[src/cfd_pkg.sv]
// Shared constants and types for the complex FIR decimator.
// Used by cfd_ctrl, cfd_datapath and complex_fir_decimator_top; depends on nothing.
package cfd_pkg;

  localparam int MAX_TAPS     = 64;
  localparam int SAMPLE_WIDTH = 16;
  localparam int COEF_WIDTH   = 18;
  localparam int ACC_WIDTH    = 40;
  localparam int PROD_WIDTH   = SAMPLE_WIDTH + COEF_WIDTH;

  localparam int ADDR_W   = (MAX_TAPS > 1) ? $clog2(MAX_TAPS) : 1;
  localparam int TAPCNT_W = $clog2(MAX_TAPS + 1);

  // configuration register widths
  localparam int DECIM_W   = 9;
  localparam int TAPREG_W  = 7;
  localparam int CIDX_W    = 6;
  localparam int CFG_DATA_W = 18;
  localparam int CFG_IDX_W  = 2;
  localparam int PHASE_W    = 8;
  localparam int MAX_DECIM  = 256;

  // configuration register indexes
  localparam logic [CFG_IDX_W-1:0] CFG_DECIMATION = 2'd0;
  localparam logic [CFG_IDX_W-1:0] CFG_TAP_COUNT  = 2'd1;
  localparam logic [CFG_IDX_W-1:0] CFG_COEF_INDEX = 2'd2;
  localparam logic [CFG_IDX_W-1:0] CFG_COEF_VALUE = 2'd3;

  localparam int IN_DATA_W  = 2 * SAMPLE_WIDTH;
  localparam int OUT_DATA_W = 2 * ACC_WIDTH;

  // controller to datapath commands
  typedef struct packed {
    logic              wr_en;      // store the incoming sample
    logic [ADDR_W-1:0] wr_addr;
    logic              clear;      // zero the accumulators
    logic              issue;      // read one tap pair
    logic [ADDR_W-1:0] line_addr;
    logic [ADDR_W-1:0] tap_addr;
    logic              load;       // move sums to the output register
  } dp_cmd_t;

  // coefficient write into the tap store
  typedef struct packed {
    logic                         en;
    logic [ADDR_W-1:0]            addr;
    logic signed [COEF_WIDTH-1:0] value;
  } coef_wr_t;

endpackage

[src/cfd_ctrl.sv]
// Controller for the complex FIR decimator: handshakes, write pointer,
// decimation phase and tap sequencing. Depends on cfd_pkg.
module cfd_ctrl (
  input  logic                          clk_i,
  input  logic                          rst_ni,
  input  logic                          s_axis_tvalid,
  output logic                          s_axis_tready,
  output logic                          m_axis_tvalid,
  input  logic                          m_axis_tready,
  input  logic [cfd_pkg::DECIM_W-1:0]   decimation_i,
  input  logic [cfd_pkg::TAPREG_W-1:0]  tap_count_i,
  output cfd_pkg::dp_cmd_t              cmd_o
);

  typedef enum logic [1:0] {
    ST_IDLE,
    ST_ISSUE,
    ST_DRAIN,
    ST_DONE
  } state_e;

  state_e                          state_q;
  logic [cfd_pkg::ADDR_W-1:0]      wp_q;
  logic [cfd_pkg::PHASE_W-1:0]     phase_q;
  logic [cfd_pkg::ADDR_W-1:0]      k_q;
  logic [cfd_pkg::ADDR_W-1:0]      pos_q;
  logic                            drain_q;
  logic                            out_vld_q;

  logic                            in_fire;
  logic                            out_free;
  logic                            last_tap;
  logic [cfd_pkg::DECIM_W-1:0]     decim_eff;
  logic [cfd_pkg::TAPCNT_W-1:0]    taps_eff;
  logic [cfd_pkg::PHASE_W:0]       phase_inc;
  logic [cfd_pkg::PHASE_W-1:0]     phase_d;
  logic [cfd_pkg::ADDR_W-1:0]      wp_d;
  logic [cfd_pkg::ADDR_W-1:0]      pos_prev;

  always_comb begin
    if (decimation_i == '0) begin
      decim_eff = cfd_pkg::DECIM_W'(1);
    end else if (int'(decimation_i) > cfd_pkg::MAX_DECIM) begin
      decim_eff = cfd_pkg::DECIM_W'(cfd_pkg::MAX_DECIM);
    end else begin
      decim_eff = decimation_i;
    end

    if (int'(tap_count_i) > cfd_pkg::MAX_TAPS) begin
      taps_eff = cfd_pkg::TAPCNT_W'(cfd_pkg::MAX_TAPS);
    end else begin
      taps_eff = cfd_pkg::TAPCNT_W'(tap_count_i);
    end

    // wrap the phase on overflow or once it reaches the decimation factor
    phase_inc = {1'b0, phase_q} + (cfd_pkg::PHASE_W+1)'(1);
    if (phase_inc[cfd_pkg::PHASE_W-1:0] == '0 ||
        cfd_pkg::DECIM_W'(phase_inc[cfd_pkg::PHASE_W-1:0]) >= decim_eff) begin
      phase_d = '0;
    end else begin
      phase_d = phase_inc[cfd_pkg::PHASE_W-1:0];
    end

    if (int'(wp_q) + 1 >= cfd_pkg::MAX_TAPS) begin
      wp_d = '0;
    end else begin
      wp_d = wp_q + cfd_pkg::ADDR_W'(1);
    end

    if (pos_q == '0) begin
      pos_prev = cfd_pkg::ADDR_W'(cfd_pkg::MAX_TAPS - 1);
    end else begin
      pos_prev = pos_q - cfd_pkg::ADDR_W'(1);
    end
  end

  assign in_fire  = s_axis_tvalid && (state_q == ST_IDLE);
  assign out_free = !out_vld_q || m_axis_tready;
  assign last_tap = (cfd_pkg::TAPCNT_W'(k_q) + cfd_pkg::TAPCNT_W'(1)) == taps_eff;

  assign s_axis_tready = (state_q == ST_IDLE);
  assign m_axis_tvalid = out_vld_q;

  always_comb begin
    cmd_o           = '0;
    cmd_o.wr_en     = in_fire;
    cmd_o.wr_addr   = wp_q;
    cmd_o.clear     = in_fire;
    cmd_o.issue     = (state_q == ST_ISSUE);
    cmd_o.line_addr = pos_q;
    cmd_o.tap_addr  = k_q;
    cmd_o.load      = (state_q == ST_DONE) && out_free;
  end

  always_ff @(posedge clk_i or negedge rst_ni) begin
    if (!rst_ni) begin
      state_q   <= ST_IDLE;
      wp_q      <= '0;
      phase_q   <= '0;
      k_q       <= '0;
      pos_q     <= '0;
      drain_q   <= 1'b0;
      out_vld_q <= 1'b0;
    end else begin
      if (cmd_o.load) begin
        out_vld_q <= 1'b1;
      end else if (m_axis_tready) begin
        out_vld_q <= 1'b0;
      end

      unique case (state_q)
        ST_IDLE: begin
          if (in_fire) begin
            wp_q    <= wp_d;
            phase_q <= phase_d;
            if (phase_q == '0) begin
              k_q   <= '0;
              pos_q <= wp_q;
              if (taps_eff == '0) begin
                drain_q <= 1'b1;
                state_q <= ST_DRAIN;
              end else begin
                state_q <= ST_ISSUE;
              end
            end
          end
        end
        ST_ISSUE: begin
          if (last_tap) begin
            drain_q <= 1'b1;
            state_q <= ST_DRAIN;
          end else begin
            k_q   <= k_q + cfd_pkg::ADDR_W'(1);
            pos_q <= pos_prev;
          end
        end
        ST_DRAIN: begin
          // let the read and multiply stages empty into the accumulators
          if (!drain_q) begin
            state_q <= ST_DONE;
          end
          drain_q <= 1'b0;
        end
        ST_DONE: begin
          if (out_free) begin
            state_q <= ST_IDLE;
          end
        end
        default: state_q <= ST_IDLE;
      endcase
    end
  end

endmodule

[config.mk]
export PLATFORM = sky130hd
export DESIGN_NAME = cfd_ctrl
export DESIGN_NICKNAME = d
export VERILOG_FILES = /design/src/cfd_pkg.sv /design/src/cfd_ctrl.sv
export SDC_FILE = /design/constraint.sdc
export NUM_CORES = 1
export LEC_CHECK = 0
export ABC_AREA = 1
export BUFFER_PORTS_ARGS = -buffer_cell sky130_fd_sc_hd__buf_2
export CORE_ASPECT_RATIO = 0.8
export CORE_MARGIN = 2
export CORE_UTILIZATION = 53
export DETAILED_ROUTE_END_ITERATION = 10
export GPL_ROUTABILITY_DRIVEN = 0
export PLACE_DENSITY = 0.81
export SLEW_MARGIN = 20
export SYNTH_ARGS = -nofsm -noshare
export SYNTH_HDL_FRONTEND = slang
export SYNTH_SLANG_ARGS = --single-unit
[constraint.sdc]
create_clock -name clk_i -period 3.2 [get_ports clk_i]
set_clock_uncertainty 0.2 [all_clocks]
set_input_delay 0.32 -clock clk_i [delete_from_list [all_inputs] [get_ports clk_i]]
set_output_delay 0.32 -clock clk_i [all_outputs]
set_load 0.01 [all_outputs]
## Word-level counts from Yosys, hierarchy flattened

Cells that the tools add are included.

- Bits in registers: 30
- Output and inout port bits: 24

- Equal/unequal tests: 11
- Add/subtract/negate cells: 6
- Muxes and demuxes: 28
- Magnitude comparators: 4
- Reduce and logical (&&, ||, !) cells: 18

Operators with widths:

| operator | count |
|---|---|
| two-way mux 6 bit | 8 |
| case mux 6 bit (2 select lines) | 2 |
| two-way mux 9 bit | 2 |
| logical NOT 8 bit | 2 |
| adder 6 x 1 -> 7 bit (second input constant) | 2 |
| adder 6 x 1 -> 6 bit (second input constant) | 2 |
| two-way mux 2 bit | 6 |
| AND reduction 5 bit | 2 |
| greater-or-equal comparator 8 x 9 -> 1 bit | 1 |
| greater-than comparator 9 bit (second input constant) | 1 |
| logical NOT 9 bit | 1 |
| adder 8 x 1 -> 8 bit (second input constant) | 1 |
| two-way mux 8 bit | 1 |
| inequality test 2 x 1 -> 1 bit (second input constant) | 4 |
| case mux 2 bit (4 select lines) | 1 |
| == test 7 bit | 1 |
| greater-or-equal comparator 7 bit (second input constant) | 1 |
| greater-than comparator 7 bit (second input constant) | 1 |
| logical NOT 7 bit | 1 |
| two-way mux 7 bit | 1 |
| logical NOT 6 bit | 1 |
| two-way mux 1 bit | 6 |
| inequality test 2 bit (second input constant) | 3 |
| subtractor 6 x 1 -> 6 bit (second input constant) | 1 |
| 11 further kinds | 15 |

## Longest topological paths before layout

- Depth in word-level cells: 7
- Gate-level depth with buffers: 15

## Worst setup path after synthesis

No wires, ideal clock.

- Kind: register to register
- Start point: reg phase_q[0] (netlist name)
- End point: reg phase_q[2] (netlist name)
- Cell stages (with the launch flop): 15
- Library setup time: 0.083 ns
- Path slack: 0.599 ns
- Arrival time: 2.318 ns
- Buffers on the path: 0
- Path through: dfrtp_1 -> ha_1 -> nand2_1 -> inv_1 -> nand2_1 -> nor3_1 -> xor2_1 -> ha_1 -> a21oi_1 -> nor2_1 -> a21oi_1 -> o211ai_1 -> nor3_1 -> inv_1 -> o22ai_1

- Cells in the longest elaborated chain, start to end: 4

Ends and longest elaborated chain:

| what | line | RTL |
|---|---|---|
| from (decl) | cfd_ctrl.sv:24 | `logic [cfd_pkg::PHASE_W-1:0] phase_q;` |
| from (signal assigned) | cfd_ctrl.sv:115 | `phase_q <= phase_d;` |
| adder 8 x 1 -> 8 bit * | cfd_ctrl.sv:56 | `phase_inc = {1'b0, phase_q} + (cfd_pkg::PHASE_W+1)'(1);` |
| greater-or-equal comparator 8 x 9 -> 1 bit / logical NOT 8 bit (equally long branches) | cfd_ctrl.sv:58, cfd_ctrl.sv:57 |  |
| logical OR 1 bit | cfd_ctrl.sv:57 | `if (phase_inc[cfd_pkg::PHASE_W-1:0] == '0 \|\|` |
| two-way mux 8 bit * | cfd_ctrl.sv:57 |  |

Mark *: on every way between the ends. The rest lies on a longest branch, timed or not.
A chain may end at the register's enable or synchronous reset.

## Worst setup path in the final report

- Start point: reg phase_q[0] (netlist name)
- End point: reg phase_q[5] (netlist name)

Same word-level chain as after synthesis.

==> summary.txt <==
Timing
  – Measured slew at the worst slew-check pin: 690 ps
  – Unrepaired setup endpoints after global routing: no
  – Tcrit/Tclk final: 0.871
  – Final setup TNS: 0 ps
  – Max_slew headroom: 0.540
  – Fmax: about 360 MHz
  – Final Hold Violating Endpoints: 0
  – Hold Slack: between 100 and 150 ps
  – Max Transition Viols Final: 0
  – Final setup violating endpoints: 0
  – Fin crit period: 2790 ps

Critical path
  – Slowest-stage cell, CP: dfrtp_1
  – Slowest Stage Delay on Critical Path: around 430 ps
  – R2r startpoint: phase_q[0]
  – Critical Path Source Type: flop
  – Element type at the critical path end: flop
  – Critical-path cell list: ha_1, nand2_1, inv_1, nand2_1, nor3_1, xor2_1, ha_1, a21oi_1, nor2_1, a21oi_1, o211ai_1, nor3_1, buf_4, inv_1, o22ai_1
  – Critical R2R Capture: phase_q[5]
  – Worst reg2reg path depth: 15
  – Crit path max fanout: 6
  – Worst Setup SP: phase_q[0]
  – Setup CP Type: flop to flop
  – Internal reg-to-reg setup slack: 410 ps
  – CP Data Arrival Time: 2780 ps
  – Crit path required time: ~3200 ps

Cells and area
  – Fin util: 0.637
  – Commonest non-fill, non-tap cells in the layout: nand2_1 (107), inv_1 (49), buf_2 (43)
  – Nets: 427
  – Layout area overhead: 14.5%
  – N_diodes: 0
  – Share of cells above drive strength 1: 0.155
  – Commonest non-fill, non-tap cell in the layout: nand2_1
  – Fillers: a little over 400

Pwr
  – Worst vdd rail ir drop: 0.475 mV
  – Power Density: 874 mW/mm2
  – Total power: 0.00234 W
  – Lkg Pwr: 1.49 nW

Clocking
  – CTS tree: yes
  – TritonCTS buffer count: 5
  – Postcts setup bufs: 0
  – Root Buffer: clkbuf_8
  – PostCTS Resize Cnt: 0
  – Sink Count: 30
  – Hold Buf Count CTS: 1
  – Clk slew on worst S/H paths: 60 ps
  – H-tree Lvls: 2
  – Worst skew pair latency: 280 ps
  – Clk buf depth: 2

Die
  – Die Ht: 63.4 um
  – Io pins: 44
  – Site row count: 21
  – Floorplan core area: 0.00420 mm2
  – Initial core utilization: 0.556
  – Die area: 0.00496 mm2
  – Die width: 78.3 um

Drt
  – DRC Markers: 0
  – Routed wire length: 5510 um
  – DR vias: 2365
  – Avg Vias per Cell: 5.31
  – WL/cell: 12.4 um
  – DRT antenna net count: 0
  – Initial DRT Pass Iterations: 5
  – Detailed Route Iter0 Violations: 196

Hold path
  – Hold wc startpoint: m_axis_tready
  – End of the worst hold path: m_axis_tvalid
  – Hold Path Class: input pin to flop
  – Hold Path Depth: 4

GRT
  – Vias in the first global route: around 2300
  – Grt ovf: 0
  – Gr usage total: 0.245
  – Initial antenna violation count: 0
  – Global-route wire length before repair: 9830 um
  – Largest net degree at the start of global routing: 31

Logic synthesis
  – Syn_area_per_cell: about 6.8 um2
  – Post-synthesis async set-or-reset flop share: 1.00
  – Syn Inst Count: 342
  – Sequential share of the synthesized area: 0.321
  – Yosys cell types: 27
  – Syn Std Cell Area: about 0.0023 mm2
  – Yosys warns: 0
  – Post-synth EDFFs: 0
  – Syn nets: 381
  – Post-synth top flop: dfrtp_1
  – Synthesized flop and latch total: 30

Run status
  – Outcome: complete, no violations

Flow run
  – Max Cap Viol: 0

Placed design
  – IO buf count: 43
  – Dpl hpwl: a little over 4000 um
-- worst max-delay path, delay by kind of cell, from the launching register on --
kind / cells / cell delay, ps
and+or+nand+nor: 5 / 510
adders and majority gates: 2 / 500
AOI/OAI and AO/OA: 4 / 500
DFF: 1 / 430
buffers and inverters: 3 / 310
xor gates and xnor gates: 1 / 260
-- cell usage after synthesis (2+ instances only) --
cell | n | area share
o21ai_0 | 8 | 0.017
xor2_1 | 6 | 0.022
a21oi_1 | 9 | 0.019
inv_1 | 49 | 0.079
o211ai_1 | 2 | 0.0064
nand4_1 | 10 | 0.027
nor3_1 | 6 | 0.013
buf_4 | 2 | 0.0064
nor2_2 | 3 | 0.0080
buf_6 | 2 | 0.0096
nor4_1 | 2 | 0.0053
nand3_1 | 31 | 0.066
o22ai_1 | 5 | 0.013
dfrtp_1 | 30 | 0.32
nor2_1 | 32 | 0.051
clkbuf_1 | 3 | 0.0048
a22oi_1 | 3 | 0.0096
nand2_4 | 3 | 0.014
ha_1 | 19 | 0.10
nand2_2 | 2 | 0.0053
xnor2_1 | 3 | 0.011
nand2_1 | 107 | 0.17
-- layout make-up --
class,instances,area (um2),share of cell area
repair buffers,46,240,0.0897
inverters,49,184,0.0687
well taps,57,71.3,0.0266
clock buffers,7,76.3,0.0285
flip-flops and latches,30,751,0.280
multi-input cells,256,1360,0.506
-- metal layers --
layer  vias to the layer above  share of wire  global-route usage
li1                       1193              -                   -
met1                      1079           0.48               0.335
met2                        87           0.46               0.405
met3                         6          0.055              0.0444
met4                         0         0.0069              0.0614
met5                         -              0                   0
-- worst max-delay path by stage --
stage	cells past startpoint	slack, ps	endpoint
floorplan	14	600	phase_q[2]
global placement	15	570	phase_q[4]
detailed placement	15	460	phase_q[5]
CTS	15	440	phase_q[5]
global route	15	150	phase_q[5]
finish	15	410	phase_q[5]
-- per-stage QoR --
stage | setup slack [ps] | instance area, um2 | std cells
floorplan | 599 | 2340 | 342
finish | 413 | 2680 | 445
detailed placement | 464 | 2590 | 437
global route | 146 | 2680 | 445
CTS | 438 | 2680 | 445
global placement | 570 | 2590 | 437
-- logic make-up (layout without fill, tap and decap cells) --
family / after synthesis / in the layout / synth area share
adder cells (fa/ha/maj): 19 / 19 / 0.102
flip-flops: 30 / 30 / 0.321
buffers and inverters: 56 / 102 / 0.0995
XOR/XNOR: 9 / 9 / 0.0337
AND/OR/NAND/NOR: 197 / 197 / 0.367
AO/OA/AOI/OAI: 31 / 31 / 0.0776
-- flip-flops by register name, indices dropped and copies added, names as in the netlist --
register and cells:
phase_q 8, drain_q 1, pos_q 6, state_q 2, m_axis_tvalid 1, k_q 6
wp_q 6
-- power breakdown --
part | internal (W) | switching [W]
clock network | 0.000150 | 0.000139
logic | 0.000502 | 0.000857
registers | 0.000526 | 0.000166
Power figures use the tool's default switching activity.
