**src/cfd_pkg.sv**
```systemverilog
// Shared constants and types for the complex FIR decimator.
// Used by cfd_ctrl, cfd_datapath and complex_fir_decimator_top; depends on nothing.
package cfd_pkg;

  localparam int MAX_TAPS     = 64;
  localparam int SAMPLE_WIDTH = 16;
  localparam int COEF_WIDTH   = 18;
  localparam int ACC_WIDTH    = 40;
  localparam int PROD_WIDTH   = SAMPLE_WIDTH + COEF_WIDTH;

  localparam int ADDR_W   = (MAX_TAPS > 1) ? $clog2(MAX_TAPS) : 1;
  localparam int TAPCNT_W = $clog2(MAX_TAPS + 1);

  // configuration register widths
  localparam int DECIM_W   = 9;
  localparam int TAPREG_W  = 7;
  localparam int CIDX_W    = 6;
  localparam int CFG_DATA_W = 18;
  localparam int CFG_IDX_W  = 2;
  localparam int PHASE_W    = 8;
  localparam int MAX_DECIM  = 256;

  // configuration register indexes
  localparam logic [CFG_IDX_W-1:0] CFG_DECIMATION = 2'd0;
  localparam logic [CFG_IDX_W-1:0] CFG_TAP_COUNT  = 2'd1;
  localparam logic [CFG_IDX_W-1:0] CFG_COEF_INDEX = 2'd2;
  localparam logic [CFG_IDX_W-1:0] CFG_COEF_VALUE = 2'd3;

  localparam int IN_DATA_W  = 2 * SAMPLE_WIDTH;
  localparam int OUT_DATA_W = 2 * ACC_WIDTH;

  // controller to datapath commands
  typedef struct packed {
    logic              wr_en;      // store the incoming sample
    logic [ADDR_W-1:0] wr_addr;
    logic              clear;      // zero the accumulators
    logic              issue;      // read one tap pair
    logic [ADDR_W-1:0] line_addr;
    logic [ADDR_W-1:0] tap_addr;
    logic              load;       // move sums to the output register
  } dp_cmd_t;

  // coefficient write into the tap store
  typedef struct packed {
    logic                         en;
    logic [ADDR_W-1:0]            addr;
    logic signed [COEF_WIDTH-1:0] value;
  } coef_wr_t;

endpackage

```
**src/cfd_datapath.sv**
```systemverilog
// Datapath for the complex FIR decimator: delay line, tap store, one shared
// complex multiply-accumulate and the output register. Depends on cfd_pkg.
module cfd_datapath (
  input  logic                                  clk_i,
  input  logic                                  rst_ni,
  input  cfd_pkg::dp_cmd_t                      cmd_i,
  input  cfd_pkg::coef_wr_t                     coef_wr_i,
  input  logic signed [cfd_pkg::SAMPLE_WIDTH-1:0] sample_i_i,
  input  logic signed [cfd_pkg::SAMPLE_WIDTH-1:0] sample_q_i,
  output logic signed [cfd_pkg::ACC_WIDTH-1:0]    out_i_o,
  output logic signed [cfd_pkg::ACC_WIDTH-1:0]    out_q_o
);

  logic [cfd_pkg::IN_DATA_W-1:0]             line_mem [cfd_pkg::MAX_TAPS];
  logic [cfd_pkg::MAX_TAPS-1:0]              line_vld_q;
  logic signed [cfd_pkg::COEF_WIDTH-1:0]     tap_mem [cfd_pkg::MAX_TAPS];
  logic [cfd_pkg::MAX_TAPS-1:0]              tap_vld_q;

  logic [cfd_pkg::IN_DATA_W-1:0]             line_rd_q;
  logic                                      line_rd_vld_q;
  logic signed [cfd_pkg::COEF_WIDTH-1:0]     tap_rd_q;
  logic                                      tap_rd_vld_q;
  logic                                      rd_vld_q;

  logic signed [cfd_pkg::SAMPLE_WIDTH-1:0]   smp_i;
  logic signed [cfd_pkg::SAMPLE_WIDTH-1:0]   smp_q;
  logic signed [cfd_pkg::COEF_WIDTH-1:0]     coef;

  logic signed [cfd_pkg::PROD_WIDTH-1:0]     prod_i_d, prod_i_q;
  logic signed [cfd_pkg::PROD_WIDTH-1:0]     prod_q_d, prod_q_q;
  logic                                      prod_vld_q;

  logic signed [cfd_pkg::ACC_WIDTH-1:0]      acc_i_q, acc_q_q;
  logic signed [cfd_pkg::ACC_WIDTH-1:0]      out_i_q, out_q_q;

  // storage arrays, registered read
  always_ff @(posedge clk_i) begin
    if (cmd_i.wr_en) begin
      line_mem[cmd_i.wr_addr] <= {sample_q_i, sample_i_i};
    end
    if (coef_wr_i.en) begin
      tap_mem[coef_wr_i.addr] <= coef_wr_i.value;
    end
    line_rd_q <= line_mem[cmd_i.line_addr];
    tap_rd_q  <= tap_mem[cmd_i.tap_addr];
  end

  // entries never written since reset read as zero
  always_ff @(posedge clk_i or negedge rst_ni) begin
    if (!rst_ni) begin
      line_vld_q    <= '0;
      tap_vld_q     <= '0;
      line_rd_vld_q <= 1'b0;
      tap_rd_vld_q  <= 1'b0;
      rd_vld_q      <= 1'b0;
      prod_vld_q    <= 1'b0;
    end else begin
      if (cmd_i.wr_en) begin
        line_vld_q[cmd_i.wr_addr] <= 1'b1;
      end
      if (coef_wr_i.en) begin
        tap_vld_q[coef_wr_i.addr] <= 1'b1;
      end
      line_rd_vld_q <= line_vld_q[cmd_i.line_addr];
      tap_rd_vld_q  <= tap_vld_q[cmd_i.tap_addr];
      rd_vld_q      <= cmd_i.issue;
      prod_vld_q    <= rd_vld_q;
    end
  end

  always_comb begin
    smp_i = line_rd_vld_q ? line_rd_q[cfd_pkg::SAMPLE_WIDTH-1:0] : '0;
    smp_q = line_rd_vld_q ? line_rd_q[cfd_pkg::IN_DATA_W-1:cfd_pkg::SAMPLE_WIDTH] : '0;
    coef  = tap_rd_vld_q ? tap_rd_q : '0;
    prod_i_d = cfd_pkg::PROD_WIDTH'(smp_i) * cfd_pkg::PROD_WIDTH'(coef);
    prod_q_d = cfd_pkg::PROD_WIDTH'(smp_q) * cfd_pkg::PROD_WIDTH'(coef);
  end

  always_ff @(posedge clk_i) begin
    prod_i_q <= prod_i_d;
    prod_q_q <= prod_q_d;
    if (cmd_i.clear) begin
      acc_i_q <= '0;
      acc_q_q <= '0;
    end else if (prod_vld_q) begin
      acc_i_q <= acc_i_q + cfd_pkg::ACC_WIDTH'(prod_i_q);
      acc_q_q <= acc_q_q + cfd_pkg::ACC_WIDTH'(prod_q_q);
    end
    if (cmd_i.load) begin
      out_i_q <= acc_i_q;
      out_q_q <= acc_q_q;
    end
  end

  assign out_i_o = out_i_q;
  assign out_q_o = out_q_q;

endmodule

```
**config.mk**
```make
export PLATFORM = sky130hd
export DESIGN_NAME = cfd_datapath
export DESIGN_NICKNAME = d
export VERILOG_FILES = /design/src/cfd_pkg.sv /design/src/cfd_datapath.sv
export SDC_FILE = /design/constraint.sdc
export NUM_CORES = 2
export LEC_CHECK = 0
export BUFFER_PORTS_ARGS = -buffer_cell sky130_fd_sc_hd__buf_2
export CORE_MARGIN = 2
export CORE_UTILIZATION = 40
export DETAILED_ROUTE_END_ITERATION = 8
export GPL_ROUTABILITY_DRIVEN = 1
export SLEW_MARGIN = 20
export SYNTH_ARGS = -nofsm -noshare
export SYNTH_HDL_FRONTEND = slang
export SYNTH_SLANG_ARGS = --single-unit
```
**constraint.sdc**
```tcl
create_clock -name clk_i -period 9.7 [get_ports clk_i]
set_clock_uncertainty 0.05 [all_clocks]
set_input_delay 0.97 -clock clk_i [delete_from_list [all_inputs] [get_ports clk_i]]
set_output_delay 0.97 -clock clk_i [all_outputs]
set_load 0.03 [all_outputs]
```
======== After elaboration in Yosys (flattened, before gate mapping) ========
Memory sizes are Yosys's and may differ from the RTL's. A register that Yosys moved wholly into a read port is not among the register bits.
Index checks and enable logic that the tools add are counted.
storage, ports and cells
  register bits ........................... 360
  RAM bits ................................ 3200
  input bits .............................. 81
  output and inout port bits .............. 80
  logic and storage cells ................. 43
  memories kept ........................... 2
memories
  name      depth  bits a word  rd ports  clocked after memory_dff  write ports  line                text
  line_mem  64     32           1         1                         1            cfd_datapath.sv:14  logic [cfd_pkg::IN_DATA_W-1:0] line_mem [cfd_pkg::MAX_TAPS];
  tap_mem   64     18           1         1                         1            cfd_datapath.sv:16  logic signed [cfd_pkg::COEF_WIDTH-1:0] tap_mem [cfd_pkg::MAX_TAPS];
operators by class
  add/subtract/negate cells ............... 2
  multipliers ............................. 2
  order comparisons ....................... 6
  muxes and demuxes ....................... 15
  bitwise gates (word level) .............. 2
  reduce and logical (&&, ||, !) cells .... 2
operator list
  kind                                                                          count
  64-bit bitwise OR                                                             2
  40-bit by 34-bit adder with 40-bit output                                     2
  16-bit by 18-bit multiplier with 34-bit output                                2
  16-bit two-way mux                                                            2
  6-bit by 7-bit less-than comparator with 1-bit output, second input constant  4
  18-bit two-way mux                                                            1
  1-bit binary-select mux with 6-bit select                                     2
  1-bit demux with 6-bit select                                                 2
  6-bit by 1-bit >= comparator with 1-bit output, second input constant         2
  1-bit two-way mux                                                             8
  1-bit logical AND                                                             2

======== Longest topological paths before layout ========
  word-level depth ........................ 5
  gate-level depth with buffers ........... 29
  gate-level depth less buffers ........... 26

======== Worst setup path after synthesis ========
No wires, ideal clock.
  path kind ............................... reg2reg
  from .................................... reg line_rd_vld_q
  to ...................................... reg prod_i_q[33] in the netlist's numbering
  library setup time ...................... 0.072 ns
  arrival ................................. 6.853 ns
  data required time ...................... 9.578 ns
  setup slack ............................. 2.725 ns
  cell stages (with the launch flop) ...... 27
  buffers on the path ..................... 4
  cells stage by stage .................... dfrtp_1 clkbuf_1 clkbuf_1 buf_1 clkbuf_1 nand3_1 fa_1 fa_1 inv_1 fa_1 inv_1 fa_1 fa_1 fa_1 inv_1 ha_1 and4_1 and2_1 a221o_1 or3_1 o211ai_1 a21oi_1 a211o_1 nand4_1 nand4b_1 a21oi_1 xnor2_1
between the ends
  cells in the longest elaborated chain, start to end .. 2
RTL lines
  what                                            line                text
  start: declaration                              cfd_datapath.sv:20  logic line_rd_vld_q;
  start signal: assignment                        cfd_datapath.sv:64  line_rd_vld_q <= line_vld_q[cmd_i.line_addr];
  16-bit two-way mux                              cfd_datapath.sv:72  smp_i = line_rd_vld_q ? line_rd_q[cfd_pkg::SAMPLE_WIDTH-1:0] : '0;
  16-bit by 18-bit multiplier with 34-bit output  cfd_datapath.sv:75  prod_i_d = cfd_pkg::PROD_WIDTH'(smp_i) * cfd_pkg::PROD_WIDTH'(coef);
  named net prod_i_d, one bit                     cfd_datapath.sv:29  logic signed [cfd_pkg::PROD_WIDTH-1:0] prod_i_d, prod_i_q;
  end signal: assignment                          cfd_datapath.sv:80  prod_i_q <= prod_i_d;
  end: declaration                                cfd_datapath.sv:29
The timed path passes the listed nets, and every way through them passes these cells.
A chain may end at the register's enable or synchronous reset.

======== Final worst setup path ========
  from .................................... reg line_rd_vld_q
  to ...................................... reg prod_i_q[32] in the netlist's numbering
The elaborated chain is that of the path after synthesis.

==> impl_metrics.csv <==
group,metric,value,unit
cts,htree_levels,5,
detailed_routing,drtIter0Drc,8301,
finish,flow.area_growth_from_synthesis,12.76,%
critical_path,max_stage_delay,0.84,ns
sta,finalWorstSetupSlack,1.705,ns
critical_path,critical_path.n_buffers_inverters,2,
sta,slew_headroom,0.2241,
critical_path,cp.required,10.46,ns
die,vert_die_dim,635.3,um
sta,setup_viol,0,
run_status,outcome,"completed",
sta,grt_setup_unrepaired,"false",
detailed_routing,wire_per_inst,27.81,um
cts,post_cts_resized,0,
detailed_routing,dr.pass1.iters,6,
place,hpwlAfterDp,234.5,mm
finish,final_layout_size_suffix_gt1_frac,0.2428,
yosys,ys_seq_elements,3610,
yosys,async_reset_ff_frac,0.03657,
die,die_width,635.3,um
die,floorplan.die_area,403600,um2
critical_path,worstPathArrival,8.76,ns
cts,worst_skew_pair.late_latency,0.96,ns
cts,clk_path_buf_depth,4,
die,start_util,0.4023,
power_and_ir_drop,ir_worst_vdd,169.8,uV
global_routing,gr-total-overflow,0,
cts,postCtsSetupRepairBufs,0,
global_routing,busiest_layer,"met2",
finish,final-seq-area,105800,um2
finish,layout_commonest_cell,"edfxtp_1",
critical_path,crit_path_end_kind,"register",
detailed_routing,postRouteWirelength,399.5,mm
yosys,synth_area_per_cell,18.73,um2
detailed_routing,drtAntennaViolNets,0,
sta,max_slew_violation_count,0,
global_routing,grt.met2_usage,0.3202,
yosys,synthFlopType,"edfxtp_1",
die,row_count,231,
yosys,synth_warnings,0,
place,dp_slack,1.750,ns
power_and_ir_drop,p_per_area,221.5,nW/um2
die,io-pin-count,161,
finish,final_nets,9714,
sta,finalHoldViolations,0,
finish,finalCoreUtilization,0.4536,
finish,fill_cells,33400,
finish,most-common-layout-cells,"edfxtp_1 (3280), mux4_2 (1085), inv_1 (679), fa_1 (582), nor2_1 (440)",
global_routing,gr-usage-met1,0.2801,
cts,clock_sink_count,3610,
cts,clk_pin_slew,0.07,ns
critical_path,worstPathCellList,"nand2_1, nor2_1, fa_1, inv_1, fa_1, fa_1, fa_1, inv_1, fa_1, fa_1, ha_1, a211o_1, a2111oi_0, nor4_1, o21a_1, o21a_1, o2bb2ai_1, o211a_1, o21bai_1, a21oi_1, xnor2_1",
cts,tritoncts,"built",
min_path,type_of_the_most_critical_hold_path,"in2async",
cts,post_cts_hold_buffer_count,0,
die,placeable_core_region,396300,um2
sta,setup_tns,0,ns
global_routing,number_of_global_route_vias_before_repair,83300,
critical_path,timing_worst_setup_path_type,"reg2reg",
global_routing,first_pass_grt_wire_length,583.5,mm
detailed_routing,route.detailed.drc,0,
place,routabilityCongestion,0.9092,
critical_path,critical_path.startpoint_type,"register",
sta,hold_slack,0.06898,ns
yosys,synth_area_leader_cell,"edfxtp_1",
sta,final_period_minus_worst_setup_slack,7.995,ns
yosys,netlist_area,159400,um2
yosys,syn_nets,9422,
global_routing,met3_usage,0.02775,
global_routing,antenna_found_initial,25,
detailed_routing,via_count,79450,
yosys,synthesis.instances,8509,
cts,cts_inserted_buffers,373,
global_routing,pin_count_of_the_biggest_net_entering_global_routing,143,
sta,tightestPinTransition,1.161,ns
yosys,yosys.cell_types.count,80,
critical_path,ff2ff_setup_slack,1.71,ns
finish,multiInputGateArea,50510,um2
sta,upper_clock_frequency_limit,0.1251,GHz
critical_path,maximum_fanout_encountered_on_the_critical_timing_path,41,
global_routing,gr-usage-all-layers,0.1967,
critical_path,worst_path_most_repeated_cell,"fa_1",
run,max_cap_violations,0,
yosys,yosys.area.top_type_share,0.6179,
sta,final.period_utilization,0.8242,
critical_path,crit_family,"adder cells",
detailed_routing,vias_per_cell,5.532,
yosys,synth_enable_flop_cells,3280,
place,io_buffer_count,160,
critical_path,cpMaxStageDelayCell,"dfrtp_2",
cts,clk_root_buffer_cell,"clkbuf_16",
yosys,seq_area_frac_synth,0.6635,
power_and_ir_drop,leakage,62.40,nW
yosys,synth_top_cells_by_area,"edfxtp_1 (62%), mux4_2 (15%), fa_1 (7.3%), dfxtp_1 (2.5%), dfrtp_1 (2.1%)",
synthesized netlist by cell type (all sizes together) (19+ instances only):
library cell,number
nand2,379
and2,42
a21oi,110
edfxtp,3280
nand3,57
xnor2,101
a31oi,19
nor3,21
fa,582
or2,132
mux4,1085
buf,93
a21o,81
a211oi,23
nor2,569
dfxtp,198
clkbuf,295
inv,679
o21ai,77
xor2,35
ha,250
o21a,21
mux2i,67
dfrtp,132
per-layer routing:
layer,vias up,wire length (um)
li1,33250,-
met1,42950,170100
met2,2680,193100
met3,561,25790
met4,4,10400
met5,-,27
path summary, 6_finish.rpt:
kind / start / cells past startpoint / end
hold reg to reg: rd_vld_q / 0 / prod_vld_q
setup / recovery: line_rd_vld_q / 21 / prod_i_q[32]
setup reg to reg: line_rd_vld_q / 21 / prod_i_q[32]
hold / removal: rst_ni / 1 / tap_vld_q[25]
min in group clk_i: cmd_i[13] / 1 / rd_vld_q
max in group asynchronous: rst_ni / 2 / prod_vld_q
flip-flops by register name, summed over array words and instances (netlist names):
signal         count
prod_vld_q         1
rd_vld_q           1
tap_rd_q          18
acc_i_q           40
tap_mem         1152
line_mem        2048
prod_q_q          34
tap_rd_vld_q       1
out_q_o           40
line_rd_vld_q      1
line_vld_q        64
prod_i_q          34
line_rd_q         32
acc_q_q           40
out_i_o           40
tap_vld_q         64
report_power, final:
part           internal [W]  leakage (nW)  total, W  switching [W]
clock               0.00821          5.93    0.0142        0.00602
combinational       0.00304          23.6   0.00765        0.00462
sequential           0.0176          32.9    0.0179       0.000357
total                0.0288          62.4    0.0398         0.0110
stage by stage:
| step | cells | instance area, um2 | total power (W) |
|---|---|---|---|
| finish | 14360 | 179700 | 0.03982 |
| global route | 14360 | 179700 | 0.04165 |
| detailed placement | 13670 | 167500 | 0.02598 |
| floorplan | 8509 | 159400 | 0.02349 |
| global placement | 13670 | 167500 | 0.02584 |
| CTS | 14350 | 179600 | 0.04021 |
layout make-up:
cell class | count | area share
clock buffers | 473 | 0.05525
inverters | 679 | 0.01418
multi-input cells | 3832 | 0.2810
diodes | 8 | 0.0001114
repair buffers | 305 | 0.01236
well taps | 5242 | 0.03649
flip-flops and latches | 3610 | 0.5884
clock inverters | 214 | 0.01219
worst reg2reg max path, delay by kind of cell, from the launching register on:
kind | cells | cell delay, ns
adders and majority gates | 7 | 3.18
buffers and inverters | 2 | 0.13
AOI/OAI and AO/OA | 8 | 2.25
DFF | 1 | 0.84
and+or+nand+nor | 3 | 1.30
xor gates and xnor gates | 1 | 0.14
logic make-up (layout without fill, tap and decap cells):
| kind of cell | count (synthesis) | count (layout) | share of synthesized area |
|---|---|---|---|
| multiplexers | 1160 | 1160 | 0.1581 |
| AND/OR/NAND/NOR | 1294 | 1294 | 0.03581 |
| other | 0 | 8 | 0 |
| adder cells (fa/ha/maj) | 832 | 832 | 0.09272 |
| AO/OA/AOI/OAI | 410 | 410 | 0.01710 |
| buffers and inverters | 1067 | 1671 | 0.02529 |
| flip-flops | 3610 | 3610 | 0.6635 |
| XOR/XNOR | 136 | 136 | 0.007473 |
Note: power is estimated with default switching activity, not from simulation.
